### src/sv/plsf_pkg.sv
// Shared constants and types for the polynomial least-squares fit block.
// Used by every module of the block; depends on nothing.
package plsf_pkg;

  localparam int DEGREE_DEF     = 2;
  localparam int MAX_POINTS_DEF = 65536;

  localparam int X_W    = 12;
  localparam int Y_W    = 12;
  localparam int SUM_W  = 64;
  localparam int COEF_W = 64;
  localparam int IDX_W  = 3;
  localparam int FRAC_W = 32;

  // Exact integer width of the solver; no intermediate value of the
  // elimination comes close to it.
  localparam int BIG_W = 768;

  // Depth of the queue between accumulator and solver.
  localparam int QDEPTH = 2;

  localparam logic ALU_MUL = 1'b0;
  localparam logic ALU_DIV = 1'b1;

  typedef struct packed {
    logic start;
    logic op;
  } alu_req_t;

endpackage

### src/sv/plsf_front.sv
// Point accumulator: a pipeline of power stages that builds the power sums
// and hands a snapshot of them to the solve queue on the last point.
// Depends on plsf_pkg.
module plsf_front #(
  parameter int DEGREE     = plsf_pkg::DEGREE_DEF,
  parameter int MAX_POINTS = plsf_pkg::MAX_POINTS_DEF
) (
  input  logic                                   clk,
  input  logic                                   rst,
  input  logic                                   push,
  output logic                                   full,
  input  logic [plsf_pkg::X_W-1:0]               point_x,
  input  logic [plsf_pkg::Y_W-1:0]               point_y,
  input  logic                                   last_point,
  output logic                                   q_push,
  output logic [(2*DEGREE+1)*plsf_pkg::SUM_W-1:0] q_ps,
  output logic [(DEGREE+1)*plsf_pkg::SUM_W-1:0]   q_ws,
  output logic                                   q_ovf,
  input  logic                                   q_full
);

  localparam int NSUMS = 2 * DEGREE + 1;
  localparam int NCOEF = DEGREE + 1;
  localparam int CNT_W = $clog2(MAX_POINTS + 1);
  localparam int SW    = plsf_pkg::SUM_W;

  logic                     v    [NSUMS];
  logic                     mk   [NSUMS];
  logic                     ct   [NSUMS];
  logic [plsf_pkg::X_W-1:0] px   [NSUMS];
  logic [plsf_pkg::Y_W-1:0] py   [NSUMS];
  logic [SW-1:0]            pw   [NSUMS];
  logic [SW-1:0]            ps   [NSUMS];
  logic [SW-1:0]            ws   [NCOEF];
  logic [SW-1:0]            snap_ps [NSUMS];
  logic [SW-1:0]            snap_ws [NCOEF];
  logic [SW-1:0]            ps_add  [NSUMS];
  logic [SW-1:0]            ws_add  [NCOEF];
  logic [CNT_W-1:0]         count;
  logic                     dropped;
  logic                     ovf_hold;
  logic                     flush;
  logic                     busy;
  logic                     accept;
  logic                     at_cap;

  assign accept = push & ~full;
  assign at_cap = (count >= CNT_W'(MAX_POINTS));

  // Only one set boundary travels the pipeline at a time.
  always_comb begin
    busy = flush;
    for (int s = 0; s < NSUMS; s++) busy = busy | (v[s] & mk[s]);
  end

  assign full = busy | q_full;

  always_comb begin
    for (int s = 0; s < NSUMS; s++) ps_add[s] = (v[s] & ct[s]) ? pw[s] : '0;
    for (int s = 0; s < NCOEF; s++)
      ws_add[s] = (v[s] & ct[s]) ? SW'(pw[s] * SW'(py[s])) : '0;
  end

  always_ff @(posedge clk) begin
    px[0] <= point_x;
    py[0] <= point_y;
    pw[0] <= SW'(1);
    ct[0] <= ~at_cap;
    for (int s = 1; s < NSUMS; s++) begin
      px[s] <= px[s-1];
      py[s] <= py[s-1];
      ct[s] <= ct[s-1];
      pw[s] <= SW'(pw[s-1] * SW'(px[s-1]));
    end
    for (int s = 0; s < NSUMS; s++)
      if (v[s] & mk[s]) snap_ps[s] <= ps[s] + ps_add[s];
    for (int s = 0; s < NCOEF; s++)
      if (v[s] & mk[s]) snap_ws[s] <= ws[s] + ws_add[s];

    if (rst) begin
      for (int s = 0; s < NSUMS; s++) begin
        v[s]  <= 1'b0;
        mk[s] <= 1'b0;
        ps[s] <= '0;
      end
      for (int s = 0; s < NCOEF; s++) ws[s] <= '0;
      count    <= '0;
      dropped  <= 1'b0;
      ovf_hold <= 1'b0;
      flush    <= 1'b0;
    end else begin
      v[0]  <= accept;
      mk[0] <= accept & last_point;
      for (int s = 1; s < NSUMS; s++) begin
        v[s]  <= v[s-1];
        mk[s] <= mk[s-1];
      end
      // Each stage closes its sum as the set boundary passes it.
      for (int s = 0; s < NSUMS; s++)
        ps[s] <= (v[s] & mk[s]) ? '0 : ps[s] + ps_add[s];
      for (int s = 0; s < NCOEF; s++)
        ws[s] <= (v[s] & mk[s]) ? '0 : ws[s] + ws_add[s];
      flush <= v[NSUMS-1] & mk[NSUMS-1];
      if (accept) begin
        if (last_point) begin
          ovf_hold <= dropped | at_cap;
          dropped  <= 1'b0;
          count    <= '0;
        end else if (at_cap) begin
          dropped <= 1'b1;
        end else begin
          count <= count + CNT_W'(1);
        end
      end
    end
  end

  always_comb begin
    for (int s = 0; s < NSUMS; s++) q_ps[s*SW +: SW] = snap_ps[s];
    for (int s = 0; s < NCOEF; s++) q_ws[s*SW +: SW] = snap_ws[s];
  end

  assign q_push = flush;
  assign q_ovf  = ovf_hold;

endmodule

### config.mk
export PLATFORM = sky130hd
export DESIGN_NAME = plsf_front
export DESIGN_NICKNAME = d
export VERILOG_FILES = /design/src/sv/plsf_pkg.sv /design/src/sv/plsf_front.sv
export SDC_FILE = /design/constraint.sdc
export NUM_CORES = 2
export LEC_CHECK = 0
export BUFFER_PORTS_ARGS = -buffer_cell sky130_fd_sc_hd__buf_4
export CAP_MARGIN = 20
export CELL_PAD_IN_SITES_DETAIL_PLACEMENT = 1
export CELL_PAD_IN_SITES_GLOBAL_PLACEMENT = 1
export CORE_AREA = 2 2 441 443
export DETAILED_ROUTE_END_ITERATION = 16
export DIE_AREA = 0 0 443 445
export PLACE_DENSITY_LB_ADDON = 0.1
export REMOVE_ABC_BUFFERS = 1
export SETUP_SLACK_MARGIN = 0.1
export SYNTH_ARGS = -nofsm -noshare
export SYNTH_HDL_FRONTEND = slang
export SYNTH_SLANG_ARGS = --single-unit
export TNS_END_PERCENT = 30
### constraint.sdc
create_clock -name clk -period 12.6 [get_ports clk]
set_input_delay 1.26 -clock clk [delete_from_list [all_inputs] [get_ports clk]]
set_output_delay 1.26 -clock clk [all_outputs]
set_load 0.02 [all_outputs]
Word level (Yosys, flattened, before mapping)
Memories as Yosys holds them, arrays and structs flattened.
Index checks and enable logic that the tools add are counted.

word-level totals
  output and inout port bits = 515
  memories = 10
  RAM bits = 1479
  flip-flop bits (word level) = 20

memories
  memory           depth  bits a word  read ports  clocked after Yosys merged registers in  write ports  line              text
  ps               5      64           5           0                                        5            plsf_front.sv:33  logic [SW-1:0] ps [NSUMS];
  pw               5      64           5           0                                        5            plsf_front.sv:32  logic [SW-1:0] pw [NSUMS];
  snap_ps          5      64           5           0                                        5            plsf_front.sv:35  logic [SW-1:0] snap_ps [NSUMS];
  snap_ws          3      64           3           0                                        3            plsf_front.sv:36  logic [SW-1:0] snap_ws [NCOEF];
  ws               3      64           3           0                                        3            plsf_front.sv:34  logic [SW-1:0] ws [NCOEF];
  px               5      12           4           0                                        5            plsf_front.sv:30  logic [plsf_pkg::X_W-1:0] px [NSUMS];
  4 more memories  --     --           --          --                                       --           --

cells by class
  multiplexer cells = 51
  eq/ne operators = 1
  bitwise operators = 39
  reduce and logical (&&, ||, !) cells = 4
  order comparisons = 1
  multiply operators = 7
  add/subtract/negate cells = 9

operator list
  cell                     number
  $mux W64                 24
  $add A64 B64 Y64         8
  $mul A64 B12 Y64         7
  $mux W17                 2
  $mux W1                  25
  $or A1 B1 Y1             25
  $add A17 B1 Y17 const B  1
  $ge A17 B17 Y1 const B   1
  $and A1 B1 Y1            12
  $reduce_and A2 Y1        3
  $ne A2 B2 Y1 const B     1
  $not A1 Y1               2
  $reduce_bool A2 Y1       1

Logic depth before layout (Yosys ltp)
  depth after elaboration = 11
  depth in mapped cells = 36
  mapped depth without buffers = 33

Least setup slack after synthesis
OpenSTA, ideal clock, no wires.

  path kind = flip-flop to flip-flop
  start = memory py[0][29] (netlist name)
  end = memory snap_ws[0][180] (netlist name) (data pin)
  setup time = 0.262 ns
  path slack = 4.837 ns
  arrival = 7.501 ns
  period minus slack after synthesis = 7.763 ns
  stages on the path, launching flop included = 32
  data required time = 12.338 ns
  buffers on the path = 5
  cell sequence = dfxtp_1 > clkbuf_1 > clkbuf_1 > nand2_1 > fa_1 > fa_1 > inv_1 > fa_1 > fa_1 > inv_1 > fa_1 > inv_1 > ha_1 > and3_1 > a221o_1 > nor3_1 > a21oi_1 > a311o_1 > a21oi_1 > xor2_1 > nor2_1 > ha_1 > clkbuf_1 > a21o_1 > a221o_1 > a221oi_1 > o21ai_2 > a31oi_2 > buf_4 > buf_4 > nor2_1 > xor2_1

RTL lines
  item         line              text
  from (decl)  plsf_front.sv:31  logic [plsf_pkg::Y_W-1:0] py [NSUMS];
  to (decl)    plsf_front.sv:36

==> results_dict.tcl <==
set metrics [dict create \
    worst_path_largest_cell_delay_ns 1.12 \
    tightest_slew_ns 1.21 \
    highest_layer "met5" \
    yosys_warnings 0 \
    place_congestion 0.882 \
    status "complete, no violations" \
    seq_area_frac_synth_pct 31.8 \
    fmaxAchievable_mhz 106 \
    clk_latency_ns 0.82 \
    crit_slowest_cell "dfxtp_1" \
    relSlewSlack_pct 19.4 \
    core.rowCount 161 \
    worst_clock_skew_ns 0.0628 \
    start_util_pct 49.8 \
    nets 11754 \
    num_vias 70519 \
    cts_tree "done" \
    synth_area_leaders "fa_1 22%, edfxtp_1 16%, dfxtp_1 16%, ha_1 7.9%, and2_1 5.9%" \
    htreeDepth 4 \
    drc 0 \
    ys_ff_latch 1260 \
    netlist_area_um2 95600 \
    via_per_inst 5.53 \
    cts_buffers 148 \
    route.met3.wl_um 13800 \
    setup_violations 0 \
    crit_top_cell "fa_1" \
    clkSinkCount 1260 \
    hold_viol 0 \
    die_h_um 445 \
    path_class "reg2reg" \
    yosysMostFrequentCell "nand2_1" \
    crit_buf_inv 3 \
    syn_to_final_growth_pct 11.8 \
    cts.path.max_buffers 3 \
    fin_crit_sh_pct 74.5 \
    drt-met1-wl_um 109000 \
    drt_pass1_iterations 5 \
    cp.required_ns 13.11 \
    gr-usage-all-layers_pct 29.5 \
    gr-total-overflow 0 \
    io_pins 544 \
    postCtsSetupBuffers 0 \
    synthCells 9747 \
    grt_pass1_vias 78914 \
    critPathLaunchType "register" \
    cap_viol_max_count 0 \
    multi_input_area_um2 59100 \
    coreArea_um2 192000 \
    grt_antenna_before_repair 26 \
    die_x_um 443 \
    fin_tns_setup_ns 0 \
    async_flop_share_pct 0 \
    synth_commonest_cells "1229 x nand2_1, 1207 x inv_1, 1027 x fa_1, 904 x and2_1, 748 x dfxtp_1" \
    routed_wl_um 288000 \
    portBuffers 543 \
    detail-route-antenna-nets 0 \
    synth_top_area_cell "fa_1" \
    layout_min_cycle_time_ns 9.39 \
    drive_gt1_share_pct 9.51 \
    clock-root-buffer "clkbuf_16" \
    post_cts_resized 0 \
    yosysTopAreaCellShare_pct 21.5 \
    detail_route.wl_per_cell_um 22.6 \
    cp.arrival_ns 9.90 \
    syn_area_per_cell_um2 9.81 \
    grt_setup_unrepaired "false" \
    place_hpwl_um 223000 \
    maxSlewViolCount 0 \
    wl_met2_um 149000 \
    critPathTopFamily "adder cells" \
    ys_types 109 \
    worstSetupEndpointType "register" \
    hold_path.class "reg2reg" \
    yosys_most_used_dff "dfxtp_1" \
    die-area_um2 197000 \
    register_area_um2 30400 \
    grt_max_degree 111 \
    clk_pin_slew_ns 0.06 \
    path_max_fanout 25 \
    fill_cells 21200 \
    cts_hold_buf 0 \
    grt_first_pass_wirelength_um 454000 \
    first_iter_violations 3318 \
    synth_edf_count 512 \
]
[per-stage QoR]
step | setup WS, ns | hold slack [ns] | utilization (%) | std cells | area [um^2]
after floorplan | 4.76 | 0.310 | - | 9316 | 93900
after global routing | 2.58 | 0.323 | 55.7 | 12746 | 107000
after detailed placement | 3.27 | 0.313 | 53.1 | 12464 | 102000
after global placement | 3.44 | 0.310 | 53.0 | 12463 | 102000
after CTS | 3.20 | 0.323 | 55.6 | 12740 | 107000
final | 3.21 | 0.321 | 55.7 | 12748 | 107000
[flip-flops by register name, indices dropped and copies added (netlist names), 17 cells and up]
name and flops:
count 17, ps 320, pw 117, px 48
py 36, snap_ps 320, snap_ws 192, ws 192
[worst reg2reg max path, delay by kind of cell, from the launching register on]
family	cells	cell delay [ns]
and+or+nand+nor	4	0.64
xor gates and xnor gates	2	0.35
buffers and inverters	3	0.19
DFF	1	1.12
adders and majority gates	7	3.44
AOI/OAI and AO/OA	12	3.33
[layout by cell type (no fill, tap or decap), types with 43 or more instances in the layout]
| master | n |
|---|---|
| nand2_1 | 1229 |
| and3_1 | 263 |
| inv_1 | 1205 |
| and2_1 | 901 |
| ha_1 | 606 |
| xor2_1 | 239 |
| o21ai_0 | 164 |
| a21o_1 | 213 |
| clkbuf_1 | 43 |
| nand3_1 | 173 |
| nor2_1 | 287 |
| nand4_1 | 103 |
| o21a_1 | 54 |
| dfxtp_1 | 736 |
| edfxtp_1 | 512 |
| a21oi_1 | 377 |
| nand2b_1 | 44 |
| clkbuf_16 | 149 |
| or3_1 | 49 |
| o21bai_1 | 56 |
| nor2b_1 | 77 |
| xnor2_1 | 361 |
| nor3_1 | 92 |
| fa_1 | 1027 |
| buf_4 | 621 |
[final timing paths]
path                     start                        end  slack [ns]  cells past startpoint
min reg2reg   px[0][5]$_DFF_P_          px[0][17]$_DFF_P_        0.32                      0
max reg2reg  py[0][28]$_DFF_P_  snap_ws[0][188]$_DFFE_PP_        3.21                     28
min           px[0][5]$_DFF_P_          px[0][17]$_DFF_P_        0.32                      0
max          py[0][28]$_DFF_P_  snap_ws[0][188]$_DFFE_PP_        3.21                     28
[kinds of logic after synthesis]
group | count (synthesis) | share of synthesized area, %
DFF | 1260 | 31.8
AOI/OAI and AO/OA | 1208 | 8.32
buffers and inverters | 1639 | 6.48
muxes | 31 | 0.327
xor gates and xnor gates | 600 | 5.50
adders and majority gates | 1633 | 29.4
and+or+nand+nor | 3376 | 18.2
[layer usage]
metal  vias up  global-route usage [%]
met5         -                       0
met4        24                    14.7
met3       570                    5.10
met2      1437                    53.8
met1     36139                    33.0
li1      32349                       -
[layout make-up]
type                    count  share of cell area (%)
clock buffers             213                    3.91
well taps                2526                    2.96
clock inverters            63                   0.692
repair buffers            626                    4.47
diodes                      4                 0.00937
multi-input cells        6848                    55.3
inverters                1208                    4.25
flip-flops and latches   1260                    28.4
Power is not shown: default switching activity piles up to over one toggle a cycle in this logic, so the estimate is an artifact.
