**src/sv/plsf_pkg.sv**
```systemverilog
// Shared constants and types for the polynomial least-squares fit block.
// Used by every module of the block; depends on nothing.
package plsf_pkg;

  localparam int DEGREE_DEF     = 2;
  localparam int MAX_POINTS_DEF = 65536;

  localparam int X_W    = 12;
  localparam int Y_W    = 12;
  localparam int SUM_W  = 64;
  localparam int COEF_W = 64;
  localparam int IDX_W  = 3;
  localparam int FRAC_W = 32;

  // Exact integer width of the solver; no intermediate value of the
  // elimination comes close to it.
  localparam int BIG_W = 768;

  // Depth of the queue between accumulator and solver.
  localparam int QDEPTH = 2;

  localparam logic ALU_MUL = 1'b0;
  localparam logic ALU_DIV = 1'b1;

  typedef struct packed {
    logic start;
    logic op;
  } alu_req_t;

endpackage

```
**src/sv/plsf_queue.sv**
```systemverilog
// Short queue that carries finished power-sum sets to the solver.
// Depends on plsf_pkg for its depth.
module plsf_queue #(
  parameter int W = 8
) (
  input  logic         clk,
  input  logic         rst,
  input  logic         wr_en,
  input  logic [W-1:0] wr_data,
  output logic         full,
  input  logic         rd_en,
  output logic [W-1:0] rd_data,
  output logic         empty
);

  localparam int DEPTH = plsf_pkg::QDEPTH;
  localparam int AW    = $clog2(DEPTH);
  localparam int CW    = $clog2(DEPTH + 1);

  logic [W-1:0]  mem [DEPTH];
  logic [AW-1:0] wr_ptr;
  logic [AW-1:0] rd_ptr;
  logic [CW-1:0] fill;
  logic          do_wr;
  logic          do_rd;

  assign do_wr   = wr_en & ~full;
  assign do_rd   = rd_en & ~empty;
  assign full    = (fill == CW'(DEPTH));
  assign empty   = (fill == '0);
  assign rd_data = mem[rd_ptr];

  always_ff @(posedge clk) begin
    if (do_wr) mem[wr_ptr] <= wr_data;
    if (rst) begin
      wr_ptr <= '0;
      rd_ptr <= '0;
      fill   <= '0;
    end else begin
      if (do_wr) wr_ptr <= (wr_ptr == AW'(DEPTH - 1)) ? '0 : wr_ptr + AW'(1);
      if (do_rd) rd_ptr <= (rd_ptr == AW'(DEPTH - 1)) ? '0 : rd_ptr + AW'(1);
      if (do_wr & ~do_rd) fill <= fill + CW'(1);
      else if (do_rd & ~do_wr) fill <= fill - CW'(1);
    end
  end

endmodule

```
**config.mk**
```make
export PLATFORM = sky130hd
export DESIGN_NAME = plsf_queue
export DESIGN_NICKNAME = d
export VERILOG_FILES = /design/src/sv/plsf_pkg.sv /design/src/sv/plsf_queue.sv
export SDC_FILE = /design/constraint.sdc
export NUM_CORES = 1
export LEC_CHECK = 0
export BUFFER_PORTS_ARGS = -buffer_cell sky130_fd_sc_hd__buf_2
export CORE_MARGIN = 3
export CORE_UTILIZATION = 50
export DETAILED_ROUTE_END_ITERATION = 10
export PLACE_DENSITY = 0.77
export SYNTH_ARGS = -nofsm -noshare
export SYNTH_HDL_FRONTEND = slang
export SYNTH_SLANG_ARGS = --single-unit
```
**constraint.sdc**
```tcl
create_clock -name clk -period 2.5 [get_ports clk]
set_input_delay 0.5 -clock clk [delete_from_list [all_inputs] [get_ports clk]]
set_output_delay 0.5 -clock clk [all_outputs]
set_load 0.02 [all_outputs]
```
# ---- After elaboration in Yosys (flattened, before gate mapping)
# Memories as Yosys holds them, arrays and structs flattened. A register that Yosys moved wholly into a read port is not among the register bits.
# Index checks and enable logic that the tools add are counted.
dict set report classes {
  reduce_logical 2
  bitwise 8
  muxes 8
  n_eq_ne 1
  add_sub_neg 4
}
# op n
set ops {}
lappend ops {{$mux W1} 6}
lappend ops {{$and A1 B1 Y1} 4}
lappend ops {{$mux W2} 2}
lappend ops {{$not A1 Y1} 4}
lappend ops {{$add A1 B1 Y1 const B} 2}
lappend ops {{$add A2 B1 Y2 const B} 1}
lappend ops {{$eq A2 B2 Y1 const B} 1}
lappend ops {{$logic_not A2 Y1} 1}
lappend ops {{$reduce_bool A2 Y1} 1}
lappend ops {{$sub A2 B1 Y2 const B} 1}
dict set report word_totals {
  ramBits 16
  mem_count 1
  word_cells 27
  inputBits 12
  out_inout_bits 10
  ff_bits 4
}
# memory words word_bits rd rd_clocked_by_memory_dff write_ports line
set memory_table {}
lappend memory_table {mem 2 8 1 1 1 plsf_queue.sv:20} ;# logic [W-1:0] mem [DEPTH];

# ---- Logic depth before layout (Yosys ltp)
# Gate-level depths: netlist of the first run.
dict set report depth {
  ltp_word 7
  mapped_depth 6
  ltp_nobuf 6
}

# ---- Worst setup path before layout of the first run
# No wires, ideal clock.
dict set report synth_path {
  kind {flip-flop to flip-flop}
  from {register fill[1]}
  to {register fill[1]}
  n_path_buf 0
  t_required_ns 2.430
  t_arrival_ns 1.537
  path_stages_with_launch 6
  setup_ns 0.070
  setup_slack_ns 0.894
  synth_period_minus_slack_ns 1.606
  cell_sequence {dfxtp_1 > nor2b_2 > nor2_1 > ha_1 > or3_1 > a21oi_1}
}
dict set report synth_via {
  elab_chain_len 6
  word_cells_on_any_way 15
  cone_classes {2 x add/sub; 1 x eq/ne; 2 x mux; 8 x bitwise; 2 x reduce/logical}
}
# element line
set synth_lines {}
lappend synth_lines {{start: declaration} plsf_queue.sv:23} ;# logic [CW-1:0] fill;
lappend synth_lines {{start signal: assignment} plsf_queue.sv:42} ;# if (do_wr & ~do_rd) fill <= fill + CW'(1);
lappend synth_lines {{start signal: assignment} plsf_queue.sv:43} ;# else if (do_rd & ~do_wr) fill <= fill - CW'(1);
lappend synth_lines {{$eq A2 B2 Y1 *} plsf_queue.sv:29} ;# assign full = (fill == CW'(DEPTH));
lappend synth_lines {{net full} plsf_queue.sv:10} ;# output logic full,
lappend synth_lines {{$not A1 Y1 *} plsf_queue.sv:27} ;# assign do_wr = wr_en & ~full;
lappend synth_lines {{$and A1 B1 Y1 *} plsf_queue.sv:27}
lappend synth_lines {{net do_wr} plsf_queue.sv:24} ;# logic do_wr;
lappend synth_lines {{$not A1 Y1} plsf_queue.sv:43}
lappend synth_lines {{$and A1 B1 Y1} plsf_queue.sv:43}
lappend synth_lines {{$reduce_bool A2 Y1 (no source line)} n/a}
# The timed path passes the listed nets; every way through them passes the cells marked *. The select of a mux whose other input is x is not followed.
# A chain may end at the register's enable or synchronous reset.

==> qor.yml, run 1 <==
die_area_um2: 2100
holdPathEnd: "mem[0][7]"
synth_commonest_cells: "edfxtp_1, mux2_2, dfxtp_1, nor2_1"
synthCells: 50
required_ns: 2.00
worst_slack_ns: 0.604
hp-start: "wr_data[7]"
synth_cell_types: 13
clockBufferDepth: 2
setup_tns_ns: 0
hold_viol_final: 0
path_class: "reg -> out"
via_count: 461
grt_max_degree: 13
reg2reg_to: "fill[1]"
ys_ff_latch: 21
holdWs_ns: 0.378
start_util: 0.567
clock_latency_ns: 0.30
rsz0062_at_grt: "false"
clk_pin_slew_ns: 0.11
cts.sinks: 21
hold_buffers: 0
via_per_inst: 5.18
drt_wl_total_mm: 1.17
cts_max_level: 1
grt.total_usage: 0.130
powerDensity_nw_per_um2: 1030
synth_top_area_share: 0.606
grt_pass1_wl_mm: 1.83
pre_cts_ws_ns: 0.861
die_h_um: 45.8
synthFlopType: "edfxtp_1"
arrival_ns: 1.40
fin_crit_sh: 0.758
grt_pass1_vias: 441
critPathLaunchType: "register"
placed_cell_area_um2: 912
fin_crit_ns: 1.90
crit_fanout: 8
n_antenna_cell: 0
drtIter0Drc: 10
drive_gt1_frac: 0.459
r2r_start: "fill[1]"
fin_nets: 88
synth_area_leaders: "edfxtp_1, dfxtp_1, mux2_2, xor2_1, nor2_1"
synth-warning-count: 0
cts_buffers: 3
r2r_cells: 5
design_area_um2: 940
fp.coreArea_um2: 1400
ys_async_sr_fraction: 0
leakagePower_nw: 0.381
cap_violations: 0
io_buffers: 21
synth_edf_count: 16
yosysTopAreaCell: "edfxtp_1"
cts_resized: 0
cts-root-buf: "clkbuf_4"
tightest_slew_ns: 0.364
outcome: "completed"
drc: 0
final-setup-viol-count: 0
dr.pass1.iters: 4
antenna_found_initial: 0
post_cts_buffers: 0
ioPinCount: 22
drv_slew: 0
synth_area_um2: 793
finalClockSkew_ns: 0.00546
gr-total-overflow: 0
peakVddDrop_v: 0.000709
cts_tree: "yes"
yosysSeqAreaShare: 0.732
synth.most_common_cell: "edfxtp_1"
fmax_mhz: 528
num_rows: 13
regToRegSetupSlack_ns: 0.93
wire_per_inst_um: 13.2
place.gp.congestion: 0.744
dieWidth_um: 45.8
syn_nets: 63
syn2layout_area_growth_pct: 18.5
slew_headroom: 0.757
min_path_cells: 1
avgSynthCellArea_um2: 15.9
antenna_left: 0
end_kind: "output port"
hp-class: "in -> reg"
p_total_uw: 968
cells by family after synthesis:
group | count (synthesis) | share of synthesized area
xor+xnor | 3 | 0.0331
mux | 8 | 0.114
flops | 21 | 0.732
fa+ha+maj | 1 | 0.0158
buf+inv | 3 | 0.0158
simple gates | 9 | 0.0584
compound gates | 5 | 0.0315
routing by layer:
metal / vias up / routed length, um / GRT usage
met5: - / 0 / 0
li1: 232 / - / -
met2: 16 / 503 / 0.181
met3: 4 / 65 / 0.0356
met1: 209 / 562 / 0.161
met4: 0 / 42 / 0.119
flip-flops by register name, indices dropped and copies added (netlist names), named ones only:
| name | flops |
|---|---|
| fill | 2 |
| mem | 16 |
| rd_ptr | 1 |
| wr_ptr | 1 |
cells in the final DEF (no fill, tap or decap):
cell       n
buf_2     21
nor2b_2    1
edfxtp_1  16
ha_1       1
clkinv_2   1
mux2_2     8
o21ai_0    3
and2_1     1
clkbuf_4   3
or3_1      2
dfxtp_1    5
inv_1      2
a21oi_1    2
xor2_1     3
nor2_1     5
power by group:
| part | switching [mW] | internal (mW) | total (mW) |
|---|---|---|---|
| clock network | 0.0979 | 0.0596 | 0.157 |
| logic | 0.181 | 0.137 | 0.318 |
| registers | 0.0472 | 0.445 | 0.493 |
| total | 0.326 | 0.642 | 0.968 |
critical path, cell delays in order (launching register included):
cell	delay (ns)
dfxtp_1	0.55
mux2_2	0.39
buf_2	0.16
how the worst max path moves through the flow:
stage / from / to / slack [ns] / cells after the start
after floorplan: fill[1] / fill[1] / 0.89 / 5
after global placement: wr_en / fill[1] / 0.89 / 6
after detailed placement: wr_en / fill[1] / 0.86 / 6
after CTS: register / rd_data[1] / 0.59 / 2
after global routing: register / rd_data[1] / 0.54 / 2
final: register / rd_data[1] / 0.60 / 2
layout make-up:
class	instances	area (um^2)
clock buffers	3	22.5
flip-flops and latches	21	581
inverters	2	7.51
clock inverters	1	5.00
well taps	15	18.8
fillers	109	459
repair buffers	21	105
multi-input cells	26	200
per-stage QoR:
| stage | utilization | cells |
|---|---|---|
| floorplan | - | 50 |
| global placement | 0.652 | 85 |
| detailed placement | 0.652 | 85 |
| CTS | 0.672 | 89 |
| global route | 0.672 | 89 |
| finish | 0.672 | 89 |
(Power assumes the default switching activity.)
==> inputs of run 2 (changes only) <==
--- a/config.mk
+++ b/config.mk
@@ -7,9 +7,9 @@
 export LEC_CHECK = 0
 export BUFFER_PORTS_ARGS = -buffer_cell sky130_fd_sc_hd__buf_2
 export CORE_MARGIN = 3
-export CORE_UTILIZATION = 50
+export CORE_UTILIZATION = 48
 export DETAILED_ROUTE_END_ITERATION = 10
-export PLACE_DENSITY = 0.77
+export PLACE_DENSITY = 0.74
 export SYNTH_ARGS = -nofsm -noshare
 export SYNTH_HDL_FRONTEND = slang
 export SYNTH_SLANG_ARGS = --single-unit
==> constraint.sdc (replaced) <==
create_clock -name clk -period 1.9 [get_ports clk]
set_input_delay 0.38 -clock clk [delete_from_list [all_inputs] [get_ports clk]]
set_output_delay 0.38 -clock clk [all_outputs]
set_load 0.02 [all_outputs]
==> run 2 against run 1 <==
- sequential share of layout area unchanged
- register-to-register slack worse by 0.65 ns
- count of clock-buffer cells in the layout up 1
- die area up 3.6%
- largest cell class unchanged
==> qor.yml, run 2 (same netlist as run 1, synthesis figures left out) <==
regMostFlops: "mem"
fmax_mhz: 568
r2r_cells: 4
cts-root-buf: "clkbuf_4"
reg2reg_to: "fill[1]"
n_antenna_cell: 0
cts_buffers: 3
die_area_um2: 2180
wire_per_inst_um: 12.3
cts_tree: "yes"
leakagePower_nw: 0.378
drt_wl_total_mm: 1.11
antenna_left: 0
tightest_slew_ns: 0.393
clockBufferDepth: 2
fin_nets: 88
drtIter0Drc: 8
ioPinCount: 22
grt.total_usage: 0.111
fin_crit_sh: 0.927
rsz0062_at_grt: "false"
holdWs_ns: 0.265
crit_fanout: 8
comb_power_share: 0.329
internal_power_uw: 848
io_buffers: 21
regToRegSetupSlack_ns: 0.28
p_clk_frac: 0.160
dieWidth_um: 46.7
max_stage_delay_ns: 0.56
antenna_found_initial: 0
die_h_um: 46.7
reg.largest.list: "mem: 16 flops, fill: 2 flops"
critPathLaunchType: "register"
holdPathEnd: "mem[0][1]"
fin_util: 0.617
grt_pass1_vias: 393
final_cell_mix: "buf_2, edfxtp_1, mux2_2"
drv_slew: 0
cts_resized: 0
place.gp.congestion: 0.706
via_per_inst: 5.12
final-setup-viol-count: 0
num_rows: 14
required_ns: 1.52
switchingPower_uw: 415
slew_headroom: 0.738
post_cts_buffers: 0
hold_viol_final: 0
setup_tns_ns: 0
powerDensity_nw_per_um2: 1340
cts.sinks: 21
clock_latency_ns: 0.29
hp-class: "in -> reg"
cts_max_level: 1
fin_crit_ns: 1.76
drive_gt1_frac: 0.446
clk_pin_slew_ns: 0.11
seqPwrFrac: 0.511
final_common_cell: "buf_2"
place_hpwl_um: 804
via_count: 461
end_kind: "output port"
fp.coreArea_um2: 1520
path_buf_inv: 1
hold_buffers: 0
largest_register_ffs: 16
cp_cell_sequence: "mux2_2 > buf_2"
start_util: 0.521
gr-total-overflow: 0
arrival_ns: 1.38
dr.pass1.iters: 4
peakVddDrop_v: 0.000634
drc: 0
crit_path_top_delay_cell: "dfxtp_1"
grt_max_degree: 12
outcome: "completed"
min_path_cells: 1
grt_pass1_wl_mm: 1.59
p_sw_frac: 0.329
crit_family: "flip-flops"
syn2layout_area_growth_pct: 18.5
hp-start: "wr_data[1]"
path_class: "reg -> out"
cap_violations: 0
finalClockSkew_ns: 0.00675
r2r_start: "fill[0]"
-- run 2: cell count changes in the layout (fill, tap and decap cells not counted), sizes merged --
| cell | delta |
|---|---|
| clkinv | -1 |
| clkbuf | +1 |
-- run 2: area by class of cell --
cell class,instances,area [um^2]
Inverter,2,7.51
Tap cell,16,20.0
Clock buffer,4,26.3
Sequential cell,21,581
Multi-Input combinational cell,26,200
Fill cell,126,584
Timing Repair Buffer,21,105
-- run 2: layer usage --
layer / GRT usage / share of wire / up-vias
met5: 0 / 0 / -
met1: 0.122 / 0.43 / 216
met2: 0.181 / 0.49 / 13
met4: 0.0663 / 0.0072 / 0
li1: - / - / 230
met3: 0.0391 / 0.070 / 2
-- run 2: worst max path at each step --
stage	start	endpoint	slack, ns	depth (start not counted)
after floorplan	fill[1]	fill[1]	0.29	5
after global placement	fill[0]	fill[1]	0.37	4
after detailed placement	fill[0]	fill[1]	0.30	4
after CTS	register	rd_data[0]	0.11	2
after global routing	register	rd_data[3]	0.04	2
final	register	rd_data[0]	0.14	2
-- run 2: power by group through the flow --
stage | Clock [mW] | Sequential, mW | Combinational [mW]
after global placement | 0 | 0.653 | 0.413
after floorplan | 0 | 0.625 | 0.332
after CTS | 0.206 | 0.648 | 0.423
after detailed placement | 0 | 0.659 | 0.421
after global routing | 0.224 | 0.660 | 0.456
final | 0.202 | 0.646 | 0.416
-- run 2: stage by stage --
stage / instance area, um^2 / cells / power [mW] / setup WS, ns
global placement: 913 / 86 / 1.07 / 0.368
floorplan: 793 / 50 / 0.957 / 0.294
global route: 940 / 90 / 1.34 / 0.0422
detailed placement: 913 / 86 / 1.08 / 0.296
CTS: 940 / 90 / 1.28 / 0.105
finish: 940 / 90 / 1.26 / 0.140
-- run 2: worst reg2reg max path: stages, from the launching register on --
cell and delay (ns):
dfxtp_1 0.38, o21ai_0 0.34, ha_1 0.34, or3_1 0.37, a21oi_1 0.13
==> inputs of run 3 (changes only) <==
--- a/config.mk
+++ b/config.mk
@@ -7,9 +7,9 @@
 export LEC_CHECK = 0
 export BUFFER_PORTS_ARGS = -buffer_cell sky130_fd_sc_hd__buf_2
 export CORE_MARGIN = 3
-export CORE_UTILIZATION = 48
+export CORE_UTILIZATION = 44
 export DETAILED_ROUTE_END_ITERATION = 10
-export PLACE_DENSITY = 0.74
+export PLACE_DENSITY = 0.72
 export SYNTH_ARGS = -nofsm -noshare
 export SYNTH_HDL_FRONTEND = slang
 export SYNTH_SLANG_ARGS = --single-unit
==> constraint.sdc (replaced) <==
create_clock -name clk -period 1.5 [get_ports clk]
set_input_delay 0.3 -clock clk [delete_from_list [all_inputs] [get_ports clk]]
set_output_delay 0.3 -clock clk [all_outputs]
set_load 0.02 [all_outputs]
==> run 3 against run 2 <==
- the run now ends with negative setup slack left
- setup slack got worse by 0.17 ns
- non-clock buffer count grew 4
- clock power increased by 29%
- utilization is 6.4 points higher
- clock skew is 0.00097 ns lower
- critical endpoint is now rd_data[1]
- highest routed layer unchanged
==> qor.yml, run 3 (same netlist as run 1, synthesis figures left out) <==
fmax_mhz: 654
place_hpwl_um: 959
drc: 0
die_h_um: 48.5
syn2layout_area_growth_pct: 36.8
cts_tree: "yes"
critPathLaunchType: "register"
antenna_left: 0
n_antenna_cell: 0
pre_cts_ws_ns: 0.000443
die_area_um2: 2350
reg.largest.list: "mem: 16 flops, fill: 2 flops"
fin_crit_ns: 1.53
final_common_cell: "edfxtp_1"
p_total_mw: 1.90
rsz0062_at_grt: "true"
use_met2: 0.225
grt.total_usage: 0.135
drv_slew: 0
io_buffers: 21
fin_util: 0.681
hold_viol_final: 0
crit_fanout: 8
slew_headroom: 0.740
drtIter0Drc: 2
fin_crit_sh: 1.02
clock_latency_ns: 0.30
arrival_ns: 1.23
clk_pin_slew_ns: 0.11
gr-max-usage-layer: "met2"
clockBufferDepth: 2
place.gp.congestion: 0.652
hp-start: "wr_data[3]"
grtUsageMet3: 0.0429
cts.sinks: 21
final-setup-viol-count: 8
drive_gt1_frac: 0.551
start_util: 0.498
leakagePower_nw: 0.446
dr.pass1.iters: 2
grt_pass1_vias: 524
setup_tns_ns: -0.205
peakVddDrop_v: 0.00136
cap_violations: 0
end_kind: "output port"
grt_max_degree: 12
r2r_start: "fill[1]"
fillers: 121
hp-class: "in -> reg"
via_count: 487
final_cell_mix: "edfxtp_1, buf_2, mux2_4, buf_6, nor2_1"
fp.coreArea_um2: 1590
met1_usage: 0.149
required_ns: 1.20
grt_pass1_wl_mm: 2.30
antenna_found_initial: 0
regMostFlops: "mem"
wire_per_inst_um: 14.0
num_rows: 14
cts_max_level: 1
cts_buffers: 3
largest_register_ffs: 16
fin_nets: 92
via_per_inst: 4.77
worst_slack_ns: -0.0284
outcome: "finished, violations left"
ioPinCount: 22
violations: "negative setup slack"
drt_wl_total_mm: 1.43
tightest_slew_ns: 0.389
gr-total-overflow: 0
cts-root-buf: "clkbuf_4"
finalClockSkew_ns: 0.00578
holdWs_ns: 0.187
powerDensity_nw_per_um2: 1750
path_class: "reg -> out"
dieWidth_um: 48.5
[run 3: changes by cell type in the layout (fill, tap and decap cells not counted), moves of 3 or more]
cell	previous run	this run
buf_2	21	13
buf_6	0	8
mux2_2	8	0
mux2_4	0	8
buf_4	0	3
dfxtp_1	5	2
dfxtp_2	0	3
[run 3: stage by stage]
stage / cells / area [um^2]
finish: 102 / 1080
global route: 102 / 1080
CTS: 101 / 1070
detailed placement: 97 / 951
global placement: 97 / 951
floorplan: 50 / 798
[run 3: cell type report]
type                       count  area (um^2)  area share
multi-input combinational     26          244       0.225
sequential                    21          584       0.539
timing repair buffer          25          193       0.178
tap                           24         30.0      0.0277
clock buffer                   4         26.3      0.0242
inverter                       2         7.51     0.00692
[run 3: repair_timing]
item                                   4_1_cts  5_1_grt
setup endpoints to repair                    9        9
pin swaps                                    0        3
buffers inserted                             0        1
endpoints found under the hold margin        0        0
gates resized for setup                     29        4
hold buffers                                 0        0
[run 3: where the power goes]
| part | switching [mW] | internal [mW] |
|---|---|---|
| Combinational | 0.400 | 0.434 |
| Clock | 0.156 | 0.104 |
| Sequential | 0.0585 | 0.750 |
| Total | 0.614 | 1.29 |
[run 3: final timing paths]
path	slack, ns	cells past startpoint	endpoint
worst max register to register	0.03	6	fill[1]
worst min register to register	0.51	2	wr_ptr
worst min-delay path	0.19	1	mem[0][3]
worst max-delay path	-0.03	3	rd_data[1]
[run 3: critical path, cell delays in order, from the launching register on]
cell	delay (ns)
dfxtp_2	0.35
buf_8	0.14
mux2_4	0.31
buf_6	0.13
[run 3: routing by layer]
metal,up-vias,share of wire
met5,-,0
met4,0,0.022
met1,230,0.38
li1,236,-
met3,4,0.058
met2,17,0.54
